## config.mk

```make
export PLATFORM = sky130hd
export DESIGN_NAME = kmc_front
export DESIGN_NICKNAME = d
export VERILOG_FILES = /design/src/rtl/kmc_pkg.sv /design/src/rtl/kmc_front.sv
export SDC_FILE = /design/constraint.sdc
export NUM_CORES = 1
export LEC_CHECK = 0
export BUFFER_PORTS_ARGS = -buffer_cell sky130_fd_sc_hd__buf_4
export CAP_MARGIN = 20
export CORE_MARGIN = 5
export CORE_UTILIZATION = 55
export CTS_BUF_LIST = sky130_fd_sc_hd__clkbuf_8 sky130_fd_sc_hd__clkbuf_16
export CTS_CLUSTER_DIAMETER = 150
export DETAILED_ROUTE_END_ITERATION = 10
export PLACE_DENSITY = 0.83
export SETUP_SLACK_MARGIN = 0.4
export SYNTH_ARGS = -nofsm -noshare
export SYNTH_HDL_FRONTEND = slang
export SYNTH_SLANG_ARGS = --single-unit
```

## constraint.sdc

```tcl
create_clock -name clk -period 3.59 [get_ports clk]
set_clock_uncertainty 0.05 [all_clocks]
set_input_delay 0.718 -clock clk [delete_from_list [all_inputs] [get_ports clk]]
set_output_delay 0.718 -clock clk [all_outputs]
set_load 0.1 [all_outputs]
```

## src/rtl/kmc_pkg.sv

```systemverilog
`default_nettype none
package kmc_pkg;

  localparam int MAX_CLUSTERS_DEF = 8;
  localparam int MAX_DIMS_DEF = 8;
  localparam int MAX_POINTS_DEF = 1024;

  // Depth of the command queue between the front and back parts.
  localparam int CMD_QUEUE_DEPTH = 4;

  localparam logic [1:0] OP_LOAD_MEAN = 2'd0;
  localparam logic [1:0] OP_POINT = 2'd1;
  localparam logic [1:0] OP_END_PASS = 2'd2;

  localparam logic [1:0] REG_DIMS = 2'd0;
  localparam logic [1:0] REG_CLUSTERS = 2'd1;
  localparam logic [1:0] REG_THRESH = 2'd2;
  localparam logic [1:0] REG_MAXPASS = 2'd3;

  localparam logic [3:0] NO_CLUSTER = 4'd15;
  localparam logic [8:0] PASS_SAT = 9'd511;
  localparam logic [10:0] CHANGE_SAT = 11'd2047;

  typedef struct packed {
    logic [1:0]         opcode;
    logic [9:0]         item_index;
    logic [2:0]         coord_index;
    logic signed [15:0] coord_value;
  } in_item_t;

  typedef struct packed {
    logic        result_kind;
    logic [9:0]  point_number;
    logic [2:0]  nearest_cluster;
    logic        membership_changed;
    logic [10:0] change_count;
    logic        converged;
    logic        pass_limit_hit;
    logic [8:0]  passes_done;
  } out_item_t;

  // Command word handed from the front part to the back part.
  typedef struct packed {
    logic [1:0]         opcode;
    logic [9:0]         item_index;
    logic [2:0]         coord_index;
    logic signed [15:0] coord_value;
    logic               last_coord;
  } cmd_t;

  // Clamped configuration seen by the back part.
  typedef struct packed {
    logic [4:0]  dims;
    logic [4:0]  clusters;
    logic [10:0] threshold;
    logic [8:0]  max_passes;
  } cfg_t;

endpackage
`default_nettype wire

```

## src/rtl/kmc_front.sv

```systemverilog
`default_nettype none
module kmc_front
  import kmc_pkg::*;
#(
  parameter int MAX_CLUSTERS = MAX_CLUSTERS_DEF,
  parameter int MAX_DIMS = MAX_DIMS_DEF,
  parameter int MAX_POINTS = MAX_POINTS_DEF
) (
  input  wire logic     clk,
  input  wire logic     rst_n,
  input  wire logic     start,
  output logic          busy,
  input  wire in_item_t in_item,
  input  wire cfg_t     cfg,
  output logic          cmd_valid,
  output cmd_t          cmd,
  input  wire logic     cmd_pop
);

  localparam int QD = CMD_QUEUE_DEPTH;
  localparam int QW = $clog2(QD);

  cmd_t            q_r [QD];
  logic [QW-1:0]   wp_r, rp_r;
  logic [QW:0]     cnt_r;
  logic            push;
  cmd_t            c_in;
  logic            keep;
  logic [4:0]      dim_ext;
  logic [16:0]     item_ext;

  // Classify the word: drop anything that leaves no trace.
  always_comb begin
    dim_ext = {2'b00, in_item.coord_index};
    item_ext = {7'd0, in_item.item_index};
    c_in.opcode = in_item.opcode;
    c_in.item_index = in_item.item_index;
    c_in.coord_index = in_item.coord_index;
    c_in.coord_value = in_item.coord_value;
    c_in.last_coord = (dim_ext == cfg.dims - 5'd1) && (item_ext < 17'(MAX_POINTS));
    unique case (in_item.opcode)
      OP_LOAD_MEAN: keep = ({7'd0, in_item.item_index} < 17'(MAX_CLUSTERS)) &&
                           (dim_ext < 5'(MAX_DIMS));
      OP_POINT:     keep = dim_ext < 5'(MAX_DIMS);
      OP_END_PASS:  keep = 1'b1;
      default:      keep = 1'b0;
    endcase
  end

  assign busy = (cnt_r == (QW+1)'(QD));
  assign push = start && !busy && keep;
  assign cmd_valid = (cnt_r != '0);
  assign cmd = q_r[rp_r];

  // Command queue storage.
  always_ff @(posedge clk) begin
    if (push) q_r[wp_r] <= c_in;
  end

  // Queue pointers.
  always_ff @(posedge clk) begin
    if (!rst_n) begin
      wp_r <= '0;
      rp_r <= '0;
      cnt_r <= '0;
    end else begin
      if (push) wp_r <= wp_r + 1'b1;
      if (cmd_pop) rp_r <= rp_r + 1'b1;
      cnt_r <= cnt_r + (QW+1)'(push) - (QW+1)'(cmd_pop);
    end
  end

`ifndef SYNTHESIS
  a_no_pop_empty: assert property (@(posedge clk) disable iff (!rst_n)
    cmd_pop |-> cmd_valid) else $error("pop from empty queue");
  a_no_overflow: assert property (@(posedge clk) disable iff (!rst_n)
    busy |=> cnt_r <= (QW+1)'(QD)) else $error("queue overflow");
  a_count: assert property (@(posedge clk) disable iff (!rst_n)
    (push && !cmd_pop) |=> cnt_r == $past(cnt_r) + 1'b1) else $error("count slip");
`endif

endmodule
`default_nettype wire

```

# --- Word-level counts from Yosys, hierarchy flattened ---
# Memory sizes are Yosys's and may differ from the RTL's. A register that Yosys moved wholly into a read port is not among the register bits.
# Cells that the tools add are included.
word_totals:
  reg_bits: 7
  ram_bits: 128
  inputBits: 65
  out_inout_bits: 34
  wordCells: 25
  n_memories: 1
classes:
  n_addsub: 5
  n_lt_le_gt_ge: 1
  eq_ne: 4
  n_mux: 5
  n_reduce_logical: 6
memory_table:
  columns: ["name", "depth", "width", "read_ports", "rd_clocked_by_memory_dff", "wr", "line", "source"]
  rows:
  - ["q_r", 4, 32, 1, 1, 1, "kmc_front.sv:23", "cmd_t q_r [QD];"]
op_table:
  columns: ["op", "count"]
  rows:
  - ["< comparator 10 x 4 -> 1 bit (second input constant)", 1]
  - ["equality test 3 x 5 -> 1 bit", 1]
  - ["subtractor 5 x 1 -> 5 bit (second input constant)", 1]
  - ["adder 2 x 1 -> 2 bit (second input constant)", 2]
  - ["two-way mux 2 bit", 2]
  - ["adder 3 x 1 -> 3 bit", 1]
  - ["equality test 3 bit (second input constant)", 1]
  - ["nonzero test 3 bit", 1]
  - ["subtractor 3 x 1 -> 3 bit", 1]
  - ["equality test 2 x 1 -> 1 bit (second input constant)", 1]
  - ["equality test 2 bit (second input constant)", 1]
  - ["logical AND 1 bit", 2]
  - ["logical NOT 2 bit", 1]
  - ["two-way mux 1 bit", 2]
  - ["case mux 1 bit (2 select lines)", 1]
  - ["OR reduction 2 bit", 1]
  - ["logical NOT 1 bit", 1]

# --- Depth between registers and ports, before layout ---
# Gate-level depths: netlist of run 1.
depth:
  ltp_word: 6
  depth_mapped: 14
  depth_no_buf: 14

# --- Worst setup path before layout of run 1 ---
# No wires, ideal clock.
synth_timing:
  path_kind: "register to register"
  from: "register cnt_r[1]"
  to: "register cnt_r[2]"
  setup_ns: 0.115
  arrival_time_ns: 4.249
  setup_slack_ns: -0.824
  stages_incl_launch_ff: 12
  path_buffers: 0
  synth_period_minus_slack_ns: 4.414
  cell_sequence: "dfxtp_1 > nor3b_1 > nor4b_4 > inv_1 > ha_1 > inv_1 > ha_1 > inv_1 > fa_1 > xnor2_1 > xnor2_1 > and2_1"
synth_between:
  elab_chain_len: 6
synth_lines:
  columns: ["element", "line", "source"]
  rows:
  - ["start, declared", "kmc_front.sv:25", "logic [QW:0] cnt_r;"]
  - ["start signal, assigned", "kmc_front.sv:69", "cnt_r <= cnt_r + (QW+1)'(push) - (QW+1)'(cmd_pop);"]
  - ["equality test 3 bit", "kmc_front.sv:50", "assign busy = (cnt_r == (QW+1)'(QD));"]
  - ["net busy", "kmc_front.sv:12", "output logic busy,"]
  - ["logical NOT 1 bit", "kmc_front.sv:51", "assign push = start && !busy && keep;"]
  - ["logical AND 1 bit (2 in a row)", "kmc_front.sv:51", null]
  - ["adder 3 x 1 -> 3 bit", "kmc_front.sv:69", null]
  - ["subtractor 3 x 1 -> 3 bit", "kmc_front.sv:69", null]
# The timed path passes the listed nets, and every way through them passes these cells.
# A chain may end at the register's enable or synchronous reset.

==> results of run 1 <==
==> routing by layer <==
layer	global-route usage [%]	up-vias	share of wire (%)	wire [µm]
met2	29.1	69	53	4750
met3	5.40	12	5.8	518
li1	-	1128	-	-
met4	6.49	0	1.4	123
met1	19.5	1284	40	3530
met5	0	-	0	0
==> layout make-up <==
| type | instances | share of cell area, % |
|---|---|---|
| clock inverter | 14 | 2.04 |
| clock buffer | 17 | 6.30 |
| timing repair buffer | 79 | 9.78 |
| sequential | 137 | 61.2 |
| multi-input combinational | 81 | 17.6 |
| tap | 129 | 2.45 |
| inverter | 10 | 0.571 |
==> power groups by stage <==
stage | Combinational (W) | Sequential [W] | Clock, W
2_1_floorplan | 0.000686 | 0.00187 | 0
3_3_place_gp | 0.000854 | 0.00189 | 0
3_5_place_dp | 0.000865 | 0.00190 | 0
4_1_cts | 0.000867 | 0.00186 | 0.00160
5_1_grt | 0.000895 | 0.00187 | 0.00169
6_report | 0.000858 | 0.00186 | 0.00158
==> path summary, 6_finish.rpt <==
path	to	from
worst min register to register	wp_r[0]	wp_r[0]
worst min-delay path	q_r[0][20]	in_item[19]
worst max register to register	cnt_r[2]	cnt_r[1]
worst max-delay path	cmd[0]	flip-flop
==> cells in the mapped netlist (2+ instances only) <==
cell and n:
sky130_fd_sc_hd__buf_1 3, sky130_fd_sc_hd__edfxtp_1 128, sky130_fd_sc_hd__dfxtp_1 9, sky130_fd_sc_hd__inv_1 10, sky130_fd_sc_hd__and2_1 9, sky130_fd_sc_hd__mux2i_1 2
sky130_fd_sc_hd__xnor2_1 7, sky130_fd_sc_hd__nor3_1 2, sky130_fd_sc_hd__mux4_2 32, sky130_fd_sc_hd__buf_2 4, sky130_fd_sc_hd__nand2_1 5, sky130_fd_sc_hd__xor2_1 2
sky130_fd_sc_hd__ha_1 9
==> worst max-delay path, delay by kind of cell, from the launching register on <==
kind     cells  cell delay (ns)
buf+inv      2             0.52
flops        1             0.59
mux          1             0.54
==> per-stage QoR <==
step	hold WS [ns]	instance area (µm²)	setup slack [ns]	power, W
floorplan	0.418	5250	0.603	0.00255
global placement	0.431	6030	0.487	0.00274
detailed placement	0.449	6030	0.470	0.00276
CTS	0.334	6580	0.574	0.00434
global route	0.333	6580	0.501	0.00445
finish	0.357	6580	0.639	0.00430
==> logic make-up (layout without fill, tap and decap cells) <==
family	after synthesis	after routing	synth area share [%]
buffers and inverters	18	120	1.38
multiplexers	34	34	14.1
AO/OA/AOI/OAI	2	2	0.191
adder cells (fa/ha/maj)	11	11	2.72
XOR/XNOR	9	9	1.50
flip-flops	137	137	76.8
AND/OR/NAND/NOR	25	25	3.27
==> state kept, by name, indices dropped and copies added, names as in the netlist, named ones only <==
| register | count |
|---|---|
| wp_r | 2 |
| cnt_r | 3 |
| rp_r | 2 |
| q_r | 128 |
==> impl_summary.txt, run 1 <==
----------------------------------------------------
[Outcome]
  Status ... finished, final reports clean

[Finish]
  Finished Core Util ... between 70% and 80%
  Inserted Diodes ... 0
  Final layout net count ... between 400 and 500
  Register Area ... slightly above 4000 µm²
  Final non-filler cell total ... 467
  Area growth, synth to finish ... 25.5%
  Commonest non-fill, non-tap cell in the layout ... sky130_fd_sc_hd__edfxtp_1
  Fillers ... 576
  Commonest cells after routing, fill and taps aside ... 128 x sky130_fd_sc_hd__edfxtp_1, 75 x sky130_fd_sc_hd__buf_4, 32 x sky130_fd_sc_hd__mux4_2, 16 x sky130_fd_sc_hd__clkbuf_16, 10 x sky130_fd_sc_hd__inv_1
  Fraction of layout instances using a drive strength above 1 ... 44.7%
  Area of the multi-input gates ... 1160 µm²

[Logic synthesis]
  Cell count after synthesis ... approximately 240
  Largest cells by area after synthesis ... sky130_fd_sc_hd__edfxtp_1 73%, sky130_fd_sc_hd__mux4_2 14%, sky130_fd_sc_hd__dfxtp_1 3.4%
  Netlist Area Pre-Place ... between 5000 and 6000 µm²
  Biggest area consumer among synthesized cells ... sky130_fd_sc_hd__edfxtp_1
  Number of synthesized flops with an enable pin ... 128
  Seq cells post-synth ... 137
  Number of distinct standard cells referenced by the synthesized netlist ... 27
  Sequential share of the synthesized area ... 76.8%
  Synthesized area divided by synthesized cell count ... around 22 µm²
  Synthesis warning total ... 0
  Synth Net Count ... 311
  Flip-flop cell with the highest count after synthesis ... sky130_fd_sc_hd__edfxtp_1
  Area share of the largest cell type after synthesis ... 73.4%
  Share of synthesized flip-flops with an asynchronous set or reset ... 0%

[STA]
  Sum of negative setup slack ... 0 ns
  Time the worst path needs with I/O delays and setup ... about 3 ns
  Part of the cycle the worst path needs ... 82.2%
  Timing-limited maximum frequency ... between 300 and 400 MHz
  Setup violations, final ... 0
  Hold violation count in the final report ... 0
  Unrepaired setup endpoints after global routing ... false
  Max-slew headroom ... 42.6%
  Max Transition Viols Final ... 0
  Worst-margin pin slew ... 0.861 ns

[Clock network]
  # H-tree levels ... 4
  Clock root buffer ... sky130_fd_sc_hd__clkbuf_8
  Post_cts resized ... 0
  Clock Path Buffers ... 2
  Number of buffers added for setup after CTS ... 0
  Clock tree from TritonCTS ... built
  Number of clock sinks ... 137
  Post-cts hold buffer count ... 0
  Worst-skew pair later-pin latency ... roughly 0.51 ns
  Reg clk slew, reported paths ... roughly 0.06 ns
  Number of CTS-inserted buffers ... 17

[Floorplan]
  Y dimension of the die ... 108 µm
  Top-level I/O count ... 99
  Total Die Area ... approximately 12000 µm²
  Initial cell density of the core ... 56.4%
  Die width ... roughly 110 µm
  Number of rows created at floorplan ... 35
  Placeable core region ... 9280 µm²

[Global route]
  Pin count of the biggest net entering global routing ... 33
  Vias in the first global route ... 2712
  Antenna violations before repair ... 0
  Overall Global Routing Usage ... between 10% and 20%
  First-pass GRT wire length ... 14200 µm
  Overflow after GRT ... 0

[Placed design]
  PortBufs ... 73
  Placed cells ... 436
  Placer Congestion ... about 0.68
  Post-DP HPWL ... between 5000 and 6000 µm

[Detailed routing]
  Number of search-and-repair iterations in the first detailed-routing pass ... 4
  Total via count after detailed routing ... 2493
  Starting DRC count in detailed routing ... 95
  DR vias/cell ... 5.34
  Per-cell routed wire length ... 19.1 µm
  Remaining DRCs ... 0
  ANT nets after route ... 0
  WL final ... roughly 8900 µm

[Worst setup path]
  CP required ... 2.82 ns
  Critical Path Start Type ... flip-flop
  Arrival time reported for the critical path endpoint ... 2.18 ns
  Slowest library cell on the worst path ... sky130_fd_sc_hd__dfxtp_2
  Cell Chain, Critical Path ... buf_12, mux4_2, buf_4
  Register-to-register setup slack ... 1.25 ns
  Maximum fanout along the worst path ... 22
  Cell depth of the worst flop-to-flop path ... 11
  Kind of end point of the critical path ... primary output
  Largest stage delay on the critical path ... around 0.6 ns
  Type of the worst setup path ... reg2out

[Pwr]
  Power per unit of standard cell area ... roughly 650 nW/µm²
  Maximum VDD drop ... around 0.00044 V
  Reg power frac ... a little over two fifths
  Switching share of total power ... 29.5%
  Net Switching ... 0.00127 W
  Combinational Power Share ... 20.0%
  Pleak ... 2.29 nW
  Internal portion of total power ... 0.00303 W
  Clock network fraction of total power ... 36.7%

[Run]
  Max-capacitance violation count ... 0

[Hold path]
  Type of the tightest min-delay check ... in2reg
  Min-Delay Path Depth ... 1

----------------------------------------------------
(Power assumes the default switching activity.)
==> inputs of run 2 (changes only) <==
==> constraint.sdc (replaced) <==
create_clock -name clk -period 2.9 [get_ports clk]
set_clock_uncertainty 0.05 [all_clocks]
set_input_delay 0.58 -clock clk [delete_from_list [all_inputs] [get_ports clk]]
set_output_delay 0.58 -clock clk [all_outputs]
set_load 0.1 [all_outputs]
==> run 2 against run 1 <==
Clock-buffer cell count is the same. Global-route usage rose by 3.1 points. Clock power rose by 39%. Worst hold slack worse by 0.13 ns. Final cell count up 3.0%. Sequential power rose by 24%. Critical path depth unchanged. Core utilization rose by 4.2 points. First-iteration DRC count is 36% higher. Die area did not move. Non-clock buffer count is 13 higher. Total power rose by 33%. Highest routed layer unchanged.
==> impl_summary.txt, run 2 (synthesis results as in run 1) <==
----------------------------------------------------
[Outcome]
  Status ... finished, final reports clean (unchanged)

[Global route]
  First-pass GRT wire length ... 16400 µm (was 14200 µm)
  Pin count of the biggest net entering global routing ... 24 (was 33)
  Overall Global Routing Usage ... 19.9% (was 16.8%)
  Antenna violations before repair ... 0 (unchanged)
  Vias in the first global route ... 2879 (was 2712)
  Overflow after GRT ... 0 (unchanged)

[Finish]
  Final cell area excluding filler cells ... 6960 µm² (was 6580 µm²)
  Largest registers ... q_r: 128 flops, cnt_r: 3 flops (unchanged)
  Reg with most FFs ... q_r (unchanged)
  Final non-filler cell total ... 481 (was 467)
  Inserted Diodes ... 0 (unchanged)
  Commonest non-fill, non-tap cell in the layout ... sky130_fd_sc_hd__edfxtp_1 (unchanged)
  Area growth, synth to finish ... 32.9% (was 25.5%)
  Commonest cells after routing, fill and taps aside ... 128 x sky130_fd_sc_hd__edfxtp_1, 52 x sky130_fd_sc_hd__buf_4, 32 x sky130_fd_sc_hd__mux4_2, 30 x sky130_fd_sc_hd__buf_6, 17 x sky130_fd_sc_hd__clkbuf_16 (was 128 x sky130_fd_sc_hd__edfxtp_1, 75 x sky130_fd_sc_hd__buf_4, 32 x sky130_fd_sc_hd__mux4_2, 16 x sky130_fd_sc_hd__clkbuf_16, 10 x sky130_fd_sc_hd__inv_1)
  Final layout net count ... 414 (was 401)
  Number of flip-flops in the largest register ... 128 (unchanged)
  Fraction of layout instances using a drive strength above 1 ... 48.0% (was 44.7%)

[Worst setup path]
  Type of the worst setup path ... reg2out (unchanged)
  Arrival time reported for the critical path endpoint ... 1.90 ns (was 2.18 ns)
  Kind of end point of the critical path ... primary output (unchanged)
  Critical Path Start Type ... flip-flop (unchanged)
  Maximum fanout along the worst path ... 8 (was 22)
  Cell depth of the worst flop-to-flop path ... 11 (unchanged)
  CP required ... 2.27 ns (was 2.82 ns)

[Pwr]
  PnR Total Power ... 0.00570 W (was 0.00430 W)
  Pleak ... 2.45 nW (was 2.29 nW)
  Power per unit of standard cell area ... 819 nW/µm² (was 653 nW/µm²)
  Maximum VDD drop ... 0.000592 V (was 0.000438 V)

[Placed design]
  Standard cell area after detailed placement ... 6110 µm² (was 6030 µm²)
  Placer Congestion ... 0.749 (was 0.683)
  Post-DP HPWL ... 5950 µm (was 5530 µm)
  Placed cells ... 446 (was 436)
  Place WS ... -0.0512 ns (was 0.470 ns)
  PortBufs ... 73 (unchanged)

[Clock network]
  Reg clk slew, reported paths ... 0.06 ns (about the same)
  Clock Path Buffers ... 2 (unchanged)
  Worst-skew pair later-pin latency ... 0.50 ns (was 0.51 ns)
  Number of clock sinks ... 137 (unchanged)
  Number of CTS-inserted buffers ... 17 (unchanged)
  Clock tree from TritonCTS ... built (unchanged)
  # H-tree levels ... 4 (unchanged)
  Clock root buffer ... sky130_fd_sc_hd__clkbuf_8 (unchanged)

[Floorplan]
  Die width ... 108 µm (unchanged)
  Top-level I/O count ... 99 (unchanged)
  Total Die Area ... 11600 µm² (unchanged)
  Y dimension of the die ... 108 µm (unchanged)
  Initial cell density of the core ... 56.4% (unchanged)
  Number of rows created at floorplan ... 35 (unchanged)
  Placeable core region ... 9280 µm² (unchanged)

[STA]
  Max-slew headroom ... 79.7% (was 42.6%)
  Fin worst setup slack ... 0.374 ns (was 0.639 ns)
  Part of the cycle the worst path needs ... 87.1%
  Worst-margin pin slew ... 0.304 ns (was 0.861 ns)
  Max Transition Viols Final ... 0 (unchanged)
  Final worst hold slack ... 0.229 ns (was 0.357 ns)
  Setup violations, final ... 0 (unchanged)
  Timing-limited maximum frequency ... 396 MHz
  Time the worst path needs with I/O delays and setup ... 2.53 ns
  Hold violation count in the final report ... 0 (unchanged)
  Unrepaired setup endpoints after global routing ... true (was false)

[Detailed routing]
  Remaining DRCs ... 0 (unchanged)
  Per-cell routed wire length ... 22.4 µm (was 19.1 µm)
  WL final ... 10800 µm (was 8920 µm)
  Starting DRC count in detailed routing ... 129 (was 95)
  Number of search-and-repair iterations in the first detailed-routing pass ... 4 (unchanged)
  ANT nets after route ... 0 (unchanged)
  DR vias/cell ... 5.49 (was 5.34)
  Total via count after detailed routing ... 2643 (was 2493)

[Hold path]
  Type of the tightest min-delay check ... in2reg (unchanged)
  Min-Delay Path Depth ... 1 (unchanged)

[Run]
  Max-capacitance violation count ... 0 (unchanged)

----------------------------------------------------
-- run 2: changes by cell type in the layout (fill, tap and decap cells not counted), sizes merged --
cell	change
buf	+12
clkinv	-4
bufinv	+2
clkbuf	+1
inv	+3
-- run 2: power by group --
| group | internal (W) | switching, W |
|---|---|---|
| Sequential | 0.00225 | 0.0000478 |
| Combinational | 0.000388 | 0.000814 |
| Clock | 0.00140 | 0.000804 |
| Total | 0.00403 | 0.00167 |
-- run 2: area by class of cell --
class	count	area, µm²
clock buffers	17	414
repair buffers	92	943
multi-input cells	81	1170
inverters	10	37.5
well taps	129	161
flip-flops and latches	137	4030
clock inverters	15	199
fillers	509	2320
-- run 2: worst paths after layout --
check / slack, ns / startpoint / to
max: 0.37 / flip-flop / cmd[31]
min: 0.23 / in_item[11] / q_r[3][12]
max reg2reg: 0.62 / cnt_r[2] / cnt_r[2]
min reg2reg: 0.48 / wp_r[1] / wp_r[1]
-- run 2: stage by stage --
step | TNS, ns | util, %
global route | 0 | 75.0
finish | 0 | 75.0
global placement | 0 | 65.8
detailed placement | -0.0512 | 65.8
CTS | 0 | 74.5
floorplan | 0 | -
-- run 2: repair_timing --
item / in CTS / in global routing
hold buffers: 0 / 0
pin swaps: 0 / 0
setup buffers: 0 / 0
endpoints found under the setup margin: 32 / 33
resized for setup: 38 / 5
cloned: 2 / 1
-- run 2: metal layers --
| metal | vias up | track usage (%) | routed length, µm |
|---|---|---|---|
| li1 | 1167 | - | - |
| met1 | 1379 | 24.6 | 4270 |
| met2 | 82 | 35.0 | 5910 |
| met3 | 15 | 4.74 | 428 |
| met4 | 0 | 5.95 | 145 |
| met5 | - | 0 | 0 |
-- run 2: worst max-delay path, stage by stage (launching register included) --
cell and delay, ns:
sky130_fd_sc_hd__dfxtp_4 0.45, sky130_fd_sc_hd__clkbuf_16 0.22, sky130_fd_sc_hd__mux4_2 0.51, sky130_fd_sc_hd__buf_6 0.20
==> inputs of run 3 (changes only) <==
--- a/config.mk
+++ b/config.mk
@@ -5,6 +5,7 @@
 export SDC_FILE = /design/constraint.sdc
 export NUM_CORES = 1
 export LEC_CHECK = 0
+export ABC_AREA = 1
 export BUFFER_PORTS_ARGS = -buffer_cell sky130_fd_sc_hd__buf_4
 export CAP_MARGIN = 20
 export CORE_MARGIN = 5
==> run 3 against run 2 <==
Synthesized cell count is 73% higher. Sequential cell count unchanged. Worst setup slack improved by 0.088 ns. First-iteration DRC count is 110% higher. Routed wire length grew 13%. Core utilization fell by 2.0 points. Cell area is 2.0% higher. Clock-buffer cell count rose by 2. Largest cell class unchanged. Maximum frequency rose by 3.6%. Critical endpoint is now cmd[15]. Die area increased by 3.4%. Non-clock buffer count unchanged. Global-route usage is 1.9 points higher.
==> impl_summary.txt, run 3 <==
----------------------------------------------------
[Worst setup path]
  Arrival time reported for the critical path endpoint ... 1.81 ns (was 1.90 ns)
  CP Buf/Inv Count ... 2 (unchanged)
  Kind of cell adding the most delay to the critical path ... buffers and inverters (was multiplexers)
  Critical R2R Launch ... cnt_r[1] (was cnt_r[2])
  Kind of end point of the critical path ... primary output (unchanged)
  Slowest library cell on the worst path ... sky130_fd_sc_hd__dfxtp_4 (was sky130_fd_sc_hd__mux4_2)
  Largest stage delay on the critical path ... 0.41 ns (was 0.51 ns)
  Type of the worst setup path ... reg2out (unchanged)
  Cell Chain, Critical Path ... inv_12, nor2_1, o22ai_2, buf_12 (was clkbuf_16, mux4_2, buf_6)
  CP required ... 2.27 ns (about the same)
  Critical Path Start Type ... flip-flop (unchanged)
  Maximum fanout along the worst path ... 64 (was 8)

[Pwr]
  Maximum VDD drop ... 0.000521 V (was 0.000592 V)
  Power per unit of standard cell area ... 785 nW/µm² (was 819 nW/µm²)
  PnR Total Power ... 0.00558 W (was 0.00570 W)
  Pleak ... 2.67 nW (was 2.45 nW)

[STA]
  Hold violation count in the final report ... 0 (unchanged)
  Timing-limited maximum frequency ... 410 MHz (was 396 MHz)
  Part of the cycle the worst path needs ... 84.1% (was 87.1%)
  Setup violations, final ... 0 (unchanged)
  Final worst hold slack ... 0.205 ns (was 0.229 ns)
  Max Transition Viols Final ... 0 (unchanged)
  Sum of negative setup slack ... 0 ns (unchanged)
  Unrepaired setup endpoints after global routing ... true (unchanged)
  Max-slew headroom ... 73.3% (was 79.7%)
  Time the worst path needs with I/O delays and setup ... 2.44 ns (was 2.53 ns)
  Worst-margin pin slew ... 0.400 ns (was 0.304 ns)

[Floorplan]
  Total Die Area ... 12000 µm² (was 11600 µm²)
  Die width ... 109 µm (was 108 µm)
  Number of rows created at floorplan ... 36 (was 35)
  Y dimension of the die ... 109 µm (was 108 µm)
  Top-level I/O count ... 99 (unchanged)
  Placeable core region ... 9730 µm² (was 9280 µm²)
  Initial cell density of the core ... 55.9% (was 56.4%)

[Logic synthesis]
  Area share of the largest cell type after synthesis ... 70.7% (was 73.4%)
  Largest cells by area after synthesis ... sky130_fd_sc_hd__edfxtp_1 71%, sky130_fd_sc_hd__nor2_1 5.5%, sky130_fd_sc_hd__o22ai_1 3.7% (was sky130_fd_sc_hd__edfxtp_1 73%, sky130_fd_sc_hd__mux4_2 14%, sky130_fd_sc_hd__dfxtp_1 3.4%)
  Flip-flop cell with the highest count after synthesis ... sky130_fd_sc_hd__edfxtp_1 (unchanged)
  Synthesis warning total ... 0 (unchanged)
  Seq cells post-synth ... 137 (unchanged)
  Biggest area consumer among synthesized cells ... sky130_fd_sc_hd__edfxtp_1 (unchanged)
  Number of synthesized flops with an enable pin ... 128 (unchanged)
  Synth Net Count ... 484 (was 311)
  Sequential share of the synthesized area ... 74.0% (was 76.8%)
  Synthesized area divided by synthesized cell count ... 13.3 µm² (was 22.2 µm²)
  Most frequent cell after synthesis ... sky130_fd_sc_hd__edfxtp_1 (unchanged)
  Leading cell types by count after synthesis ... 128 x sky130_fd_sc_hd__edfxtp_1, 80 x sky130_fd_sc_hd__nor2_1, 39 x sky130_fd_sc_hd__o21ai_0, 32 x sky130_fd_sc_hd__o22ai_1 (was 128 x sky130_fd_sc_hd__edfxtp_1, 32 x sky130_fd_sc_hd__mux4_2, 10 x sky130_fd_sc_hd__inv_1)
  Share of synthesized flip-flops with an asynchronous set or reset ... 0% (unchanged)
  Number of distinct standard cells referenced by the synthesized netlist ... 24 (was 27)
  Cell count after synthesis ... 409 (was 236)
  Netlist Area Pre-Place ... 5440 µm² (was 5240 µm²)

[Placed design]
  PortBufs ... 73 (unchanged)
  Placer Congestion ... 0.760 (was 0.749)
  Post-DP HPWL ... 6890 µm (was 5950 µm)

[Global route]
  Vias in the first global route ... 3829 (was 2879)
  Pin count of the biggest net entering global routing ... 65 (was 24)
  First-pass GRT wire length ... 19100 µm (was 16400 µm)
  Overflow after GRT ... 0 (unchanged)
  Overall Global Routing Usage ... 21.8% (was 19.9%)
  Antenna violations before repair ... 0 (unchanged)

[Finish]
  Inserted Diodes ... 0 (unchanged)
  Commonest cells after routing, fill and taps aside ... 128 x sky130_fd_sc_hd__edfxtp_1, 76 x sky130_fd_sc_hd__nor2_1, 70 x sky130_fd_sc_hd__buf_4, 38 x sky130_fd_sc_hd__o21ai_0 (was 128 x sky130_fd_sc_hd__edfxtp_1, 52 x sky130_fd_sc_hd__buf_4, 32 x sky130_fd_sc_hd__mux4_2, 30 x sky130_fd_sc_hd__buf_6, 17 x sky130_fd_sc_hd__clkbuf_16)
  Fraction of layout instances using a drive strength above 1 ... 31.9% (was 48.0%)
  Final layout net count ... 576 (was 414)
  Finished Core Util ... 73.0% (was 75.0%)
  Commonest non-fill, non-tap cell in the layout ... sky130_fd_sc_hd__edfxtp_1 (unchanged)
  Number of flip-flops in the largest register ... 128 (unchanged)
  Area growth, synth to finish ... 30.6% (was 32.9%)
  Largest registers ... q_r: 128 flops, cnt_r: 3 flops (unchanged)
  Fillers ... 620 (was 509)
  Reg with most FFs ... q_r (unchanged)

[Detailed routing]
  Starting DRC count in detailed routing ... 267 (was 129)
  Total via count after detailed routing ... 3600 (was 2643)
  Per-cell routed wire length ... 18.8 µm (was 22.4 µm)
  Number of search-and-repair iterations in the first detailed-routing pass ... 5 (was 4)
  Remaining DRCs ... 0 (unchanged)
  DR vias/cell ... 5.56 (was 5.49)
  ANT nets after route ... 0 (unchanged)
  WL final ... 12100 µm (was 10800 µm)

[Clock network]
  Worst-skew pair later-pin latency ... 0.52 ns (was 0.50 ns)
  # H-tree levels ... 4 (unchanged)
  Number of clock sinks ... 137 (unchanged)
  Clock tree from TritonCTS ... built (unchanged)
  Clock root buffer ... sky130_fd_sc_hd__clkbuf_8 (unchanged)
  Reg clk slew, reported paths ... 0.06 ns (about the same)
  Number of CTS-inserted buffers ... 17 (unchanged)
  Clock Path Buffers ... 2 (unchanged)

[Outcome]
  Status ... finished, final reports clean (unchanged)

[Hold path]
  Type of the tightest min-delay check ... in2reg (unchanged)
  Worst hold start ... in_item[12] (was in_item[11])

[Run]
  Max-capacitance violation count ... 0 (unchanged)

----------------------------------------------------
## run 3: cell count changes in the layout (fill, tap and decap cells not counted), sizes merged, moves of 2 or more
cell | before | now
o21ai | 1 | 67
o22ai | 0 | 32
a21oi | 1 | 4
xnor2 | 7 | 3
nor4b | 2 | 0
nand2 | 5 | 18
inv | 13 | 34
nor3 | 2 | 0
mux4 | 32 | 0
nand3 | 1 | 3
and2 | 9 | 0
mux2i | 2 | 0
clkinvlp | 3 | 1
nor2 | 1 | 82
## run 3: path summary, 6_finish.rpt
path | cells past startpoint | slack [ns] | end
min | 1 | 0.20 | q_r[3][13]
max | 4 | 0.46 | cmd[15]
min reg2reg | 1 | 0.42 | flip-flop
max reg2reg | 13 | 0.79 | cnt_r[2]
## run 3: timing repair
item / in CTS / in global routing
hold buffers: 0 / 0
pin swaps: 1 / 1
cloned: 1 / 0
buffers inserted: 6 / 0
resized for setup: 10 / 19
endpoints found under the hold margin: 0 / 0
endpoints found under the setup margin: 32 / 21
## run 3: kinds of logic after synthesis
kind of cell             after synthesis  share of synthesized area, %
AND/OR/NAND/NOR                      104                          7.62
AO/OA/AOI/OAI                        104                          10.4
XOR/XNOR                               5                         0.805
buffers and inverters                 49                          4.79
adder cells (fa/ha/maj)               10                          2.44
flip-flops                           137                          74.0
## run 3: layout make-up
class | instances | area [µm²] | share of cell area (%)
multi-input combinational | 223 | 1380 | 19.5
sequential | 137 | 4030 | 56.7
timing repair buffer | 92 | 816 | 11.5
inverter | 30 | 130 | 1.83
tap | 133 | 166 | 2.34
clock inverter | 13 | 138 | 1.94
clock buffer | 19 | 442 | 6.22
## run 3: report_power, final
group	internal, W	total [W]	switching, W
Sequential	0.00225	0.00229	0.0000418
Clock	0.00133	0.00208	0.000751
Combinational	0.000308	0.00120	0.000890
## run 3: metal layers
metal	wire [µm]	global-route usage [%]	share of wire (%)
met1	4450	24.5	37
met2	6720	39.6	55
met3	664	4.87	5.5
met4	298	9.71	2.5
met5	0	0	0
## run 3: stage by stage
| stage | cells | instance area, µm² | setup slack [ns] |
|---|---|---|---|
| after global placement | 608 | 6360 | 0.392 |
| after global routing | 647 | 7100 | 0.375 |
| final | 647 | 7100 | 0.462 |
| after detailed placement | 608 | 6360 | 0.213 |
| after CTS | 647 | 7040 | 0.392 |
| after floorplan | 409 | 5640 | -0.0855 |
